<file path="src/rtl/rttt_pkg.sv">
// shared types and constants for the request tag tracker
package rttt_pkg;

   localparam int SLOTS = 32;
   localparam int SLOT_W = $clog2(SLOTS);

   localparam logic [2:0] MODE_ALLOC = 3'd0;
   localparam logic [2:0] MODE_ARM = 3'd1;
   localparam logic [2:0] MODE_COMPLETE = 3'd2;
   localparam logic [2:0] MODE_FREE = 3'd3;
   localparam logic [2:0] MODE_TICK = 3'd4;
   localparam logic [2:0] MODE_CONN_RESET = 3'd5;

   localparam logic [2:0] KIND_GRANTED = 3'd0;
   localparam logic [2:0] KIND_FULL = 3'd1;
   localparam logic [2:0] KIND_OK = 3'd2;
   localparam logic [2:0] KIND_STALE = 3'd3;
   localparam logic [2:0] KIND_TIMED_OUT = 3'd4;
   localparam logic [2:0] KIND_CONN_RESET = 3'd5;
   localparam logic [2:0] KIND_DONE = 3'd6;

   localparam logic [7:0] TIMEOUT_MAX = 8'd180;
   localparam logic [31:0] STATUS_TIMED_OUT = 32'd110;
   localparam logic [31:0] STATUS_CONN_RESET = 32'd104;

   localparam logic CSR_SCAN_INTERVAL = 1'b0;
   localparam logic CSR_SEQUENCE_SEED = 1'b1;

   // controller to datapath commands
   typedef struct packed {
      logic       load;      // capture request fields
      logic       op_single; // do the one-slot operation, emit result
      logic       gate;      // evaluate tick gating
      logic       scan_clr;  // reset scan index
      logic       scan_step; // examine one slot, maybe emit
      logic       emit_done; // emit done result
   } cmd_type;

   // datapath to controller status
   typedef struct packed {
      logic run;       // scan is to run
      logic scan_last; // scan index at final slot
      logic hit;       // current scan slot expires
   } sts_type;

endpackage

</file>
<file path="src/rtl/rttt_ctrl.sv">
// controller: sequences single-slot ops, scans and result handoff
module rttt_ctrl import rttt_pkg::*; (
   input  logic       clock,
   input  logic       reset,
   input  logic       req_valid,
   output logic       req_stall,
   input  logic [2:0] req_mode,
   input  logic       rsp_stall,
   output logic       rsp_valid,
   input  sts_type    sts,
   output cmd_type    cmd
);

   localparam logic [2:0] ST_IDLE = 3'd0;
   localparam logic [2:0] ST_EXEC = 3'd1;
   localparam logic [2:0] ST_GATE = 3'd2;
   localparam logic [2:0] ST_SCAN = 3'd3;
   localparam logic [2:0] ST_DONE = 3'd4;

   logic [2:0] state_ff, state_in;
   logic       valid_ff, valid_in;
   logic [2:0] mode_ff;
   logic       free;

   assign rsp_valid = valid_ff;
   assign free = !valid_ff || !rsp_stall;
   assign req_stall = (state_ff != ST_IDLE);

   // next state and commands
   always_comb begin
      state_in = state_ff;
      valid_in = valid_ff && rsp_stall;
      cmd = '0;
      unique case (state_ff)
         ST_IDLE: begin
            if (req_valid) begin
               cmd.load = 1'b1;
               state_in = (req_mode == MODE_TICK || req_mode == MODE_CONN_RESET) ? ST_GATE
                  : (req_mode > MODE_CONN_RESET) ? ST_DONE : ST_EXEC;
            end
         end
         ST_EXEC: begin
            if (free) begin
               cmd.op_single = 1'b1;
               valid_in = 1'b1;
               state_in = ST_IDLE;
            end
         end
         ST_GATE: begin
            cmd.gate = 1'b1;
            cmd.scan_clr = 1'b1;
            state_in = ST_SCAN;
         end
         ST_SCAN: begin
            if (!sts.run) state_in = ST_DONE;
            else if (!sts.hit || free) begin
               cmd.scan_step = 1'b1;
               if (sts.hit) valid_in = 1'b1;
               if (sts.scan_last) state_in = ST_DONE;
            end
         end
         ST_DONE: begin
            if (free) begin
               cmd.emit_done = 1'b1;
               valid_in = 1'b1;
               state_in = ST_IDLE;
            end
         end
         default: state_in = ST_IDLE;
      endcase
   end

   // state registers
   always_ff @(posedge clock) begin
      if (reset) begin
         state_ff <= ST_IDLE;
         valid_ff <= 1'b0;
         mode_ff <= '0;
      end else begin
         state_ff <= state_in;
         valid_ff <= valid_in;
         if (cmd.load) mode_ff <= req_mode;
      end
   end

`ifndef SYNTHESIS
   a_one_cmd: assert property (@(posedge clock) disable iff (reset)
      $onehot0({cmd.load, cmd.op_single, cmd.scan_step, cmd.emit_done}))
      else $error("more than one command");
   a_hold: assert property (@(posedge clock) disable iff (reset)
      rsp_valid && rsp_stall |-> !(cmd.op_single || cmd.emit_done ||
      (cmd.scan_step && sts.hit)))
      else $error("result overwritten while stalled");
   a_scan_mode: assert property (@(posedge clock) disable iff (reset)
      state_ff == ST_SCAN |-> (mode_ff == MODE_TICK || mode_ff == MODE_CONN_RESET))
      else $error("scan in wrong mode");
`endif

endmodule

</file>
<file path="config.mk">
export PLATFORM = sky130hd
export DESIGN_NAME = rttt_ctrl
export DESIGN_NICKNAME = d
export VERILOG_FILES = /design/src/rtl/rttt_pkg.sv /design/src/rtl/rttt_ctrl.sv
export SDC_FILE = /design/constraint.sdc
export NUM_CORES = 1
export LEC_CHECK = 0
export BUFFER_PORTS_ARGS = -buffer_cell sky130_fd_sc_hd__buf_2
export CORE_AREA = 2 2 39 41
export DETAILED_ROUTE_END_ITERATION = 7
export DIE_AREA = 0 0 41 43
export HOLD_SLACK_MARGIN = 0.03
export PLACE_DENSITY_LB_ADDON = 0.05
export SLEW_MARGIN = 20
export SYNTH_ARGS = -nofsm -noshare
export SYNTH_HDL_FRONTEND = slang
export SYNTH_SLANG_ARGS = --single-unit
</file>
<file path="constraint.sdc">
create_clock -name clock -period 1.2 [get_ports clock]
set_input_delay 0.18 -clock clock [delete_from_list [all_inputs] [get_ports clock]]
set_output_delay 0.18 -clock clock [all_outputs]
set_load 0.1 [all_outputs]
</file>
==> results.json <==
{
  "status": "finished with violations",
  "violations": "negative setup slack",
  "clock_latency_ns": 0.23,
  "crit_chain": "buf_6 > or3_4 > nor2_4 > buf_12",
  "syn_inst": 46,
  "dp_cells": 86,
  "grt_use_met3_pct": 0,
  "h-tree-depth": 1,
  "postSynthAreaPerCell_um2": 7.426,
  "layoutNonFillerInstCount": 95,
  "port_buffers": 16,
  "die_area_um2": 1763,
  "drc": 0,
  "ys_dominant_reg_cell": "dfxtp_1",
  "fp.dieH_um": 43,
  "synth_area_um2": 341.6,
  "critPathMaxFanout": 5,
  "holdCritStartpoint": "reset",
  "drv_slew": 0,
  "routed_wl_um": 971,
  "pre_cts_ws_ns": -0.1840,
  "rsz0062_at_grt": "yes",
  "syn_to_final_growth_pct": 137.0,
  "antenna_cells": 0,
  "cp_top_family": "simple AND/OR/NAND/NOR gates",
  "dieWidth_um": 41,
  "max-slew-margin-rel_pct": 84.58,
  "setup-violations-final": 10,
  "synth_common_cells": "nor2_1, dfxtp_1, nor3_1",
  "fin_crit_sh_pct": 125.5,
  "vdd_drop_max_mv": 0.7313,
  "antenna_found_initial": 0,
  "worstHoldPathType": "input port to flip-flop",
  "cts_root_buffer": "clkbuf_4",
  "fin_crit_ns": 1.506,
  "wl_per_cell_um": 10.22,
  "num_rows": 14,
  "r2r-start": "state_ff[1]",
  "power.leakage_nw": 0.3482,
  "synth_top_area_share_pct": 23.44,
  "drtIter0Drc": 2,
  "yosysWarnings": 0,
  "grt.met1_usage_pct": 16.40,
  "cp-start-kind": "flip-flop",
  "grt_pass1_vias": 413,
  "critical-path-max-stage-delay_ns": 0.35,
  "yosysMostFrequentCell": "nor2_1",
  "fin_setup_tns_ns": -2.365,
  "grt_pass1_wl_mm": 1.573,
  "gp_congestion": 0.7462,
  "worstPathRequired_ns": 1.02,
  "routed_via_density": 4.589,
  "start_util_pct": 24.68,
  "ys_ff_latch": 4,
  "grt_start_max_net_pins": 9,
  "finClkSkew_ns": 0.004215,
  "firstDrtPassIters": 2,
  "nFillCells": 125,
  "slowest_stage": "dfxtp_4",
  "synth_edf_count": 0,
  "worstMarginPinSlew_ns": 0.2313,
  "grt-ovfl-total": 0,
  "fin_nets": 90,
  "coreArea_um2": 1384,
  "cts_tree": "yes",
  "worstPathArrival_ns": 1.33,
  "fmax_mhz": 663.9,
  "grt_use_total_pct": 12.45,
  "yosysUniqueCellTypes": 25,
  "cts.sinks": 4,
  "num_vias": 436,
  "synth_area_leaders": "dfxtp_1, nor2_1, a211oi_1",
  "p_per_area_nw_per_um2": 1894,
  "drtAntennaViolNets": 0,
  "async_reset_ff_share_pct": 0,
  "startpoint": "state_ff[1]",
  "gr-max-usage-layer": "met2",
  "cts_buffer_depth": 2,
  "ys_seq_area_share_pct": 23.44,
  "critPathKind": "flip-flop to output pin",
  "setup_ws_ns": -0.3062,
  "synth_top_area_cell": "dfxtp_1",
  "clkTransAtPathRegs_ns": 0.04,
  "maxCapViolations": 0,
  "cts_buffers": 3,
  "drive_gt1_share_pct": 72.15,
  "dp.final_hpwl_um": 786.8,
  "pin_count": 18,
  "hold_viol": 0,
  "grtUsageMet2_pct": 20.00,
  "post-route-util_pct": 58.50,
  "cp-end-kind": "output pin",
  "synth_fp_nets": 56,
  "crit_buf_inv": 2
}
==> where the power goes <==
part	internal (mW)	leakage, nW	switching, mW	total (mW)
Combinational	0.513	0.298	0.642	1.16
Clock	0.125	0.0150	0.0539	0.179
Sequential	0.167	0.0356	0.0318	0.199
==> worst register-to-register path, delay by kind of cell, from the launching register on <==
kind / cells / cell delay, ns
AO/OA/AOI/OAI: 3 / 0.42
buffers and inverters: 1 / 0.14
flip-flops: 1 / 0.35
AND/OR/NAND/NOR: 1 / 0.37
==> layer usage <==
metal,wire [um],share of wire (%)
met5,0,0
met4,0,0
met3,44,4.5
met2,499,51
met1,426,44
==> cell type report <==
cell class,count,area [um^2],share of cell area [%]
multi-input combinational,35,310.3,38.33
clock buffer,4,26.28,3.246
timing repair buffer,33,346.6,42.81
tap,16,20.02,2.473
inverter,3,11.26,1.391
sequential,4,95.09,11.75
==> cells by family after synthesis <==
logic type / after synthesis / share of synthesized area, %
buf+inv: 7 / 11.72
flops: 4 / 23.44
compound gates: 14 / 30.04
simple gates: 21 / 34.80
==> placed cells by master, fill, tap and decap left out, types with 2 or more instances in the layout <==
| master | instances |
|---|---|
| buf_4 | 12 |
| buf_2 | 8 |
| buf_12 | 8 |
| buf_6 | 5 |
| nor2_1 | 4 |
| dfxtp_4 | 4 |
| nor2_4 | 3 |
| inv_1 | 3 |
| nor3_1 | 3 |
| clkbuf_4 | 3 |
| and2_4 | 2 |
| or3_4 | 2 |
| nand2_1 | 2 |
| a21oi_4 | 2 |
| o21ai_0 | 2 |
==> through the flow <==
step | total power [mW] | area (um^2) | hold WS (ns)
final | 1.533 | 809.5 | 0.1869
after global placement | 1.219 | 678.2 | 0.4207
after global routing | 1.614 | 809.5 | 0.1965
after CTS | 1.487 | 763.2 | 0.1762
after floorplan | 0.8764 | 417.9 | 0.2427
after detailed placement | 1.221 | 678.2 | 0.4182
==> sequential cells by signal, summed over array words and instances, names as in the netlist <==
| signal | flops |
|---|---|
| state_ff | 3 |
| rsp_valid | 1 |
==> timing repair <==
item,in CTS,in global routing
hold buffers,0,0
cloned,0,0
pin swaps,6,5
gates resized for setup,14,4
endpoints found under the setup margin,10,10
setup buffers,2,3
==> path summary, 6_finish.rpt <==
kind	to	slack (ns)	depth (start not counted)
worst max-delay path	cmd[5]	-0.31	4
worst max register to register	state_ff[0]	-0.16	5
worst min-delay path	state_ff[1]	0.19	2
worst min register to register	state_ff[1]	0.72	4
No activity file was read; power rests on OpenSTA's default activity.
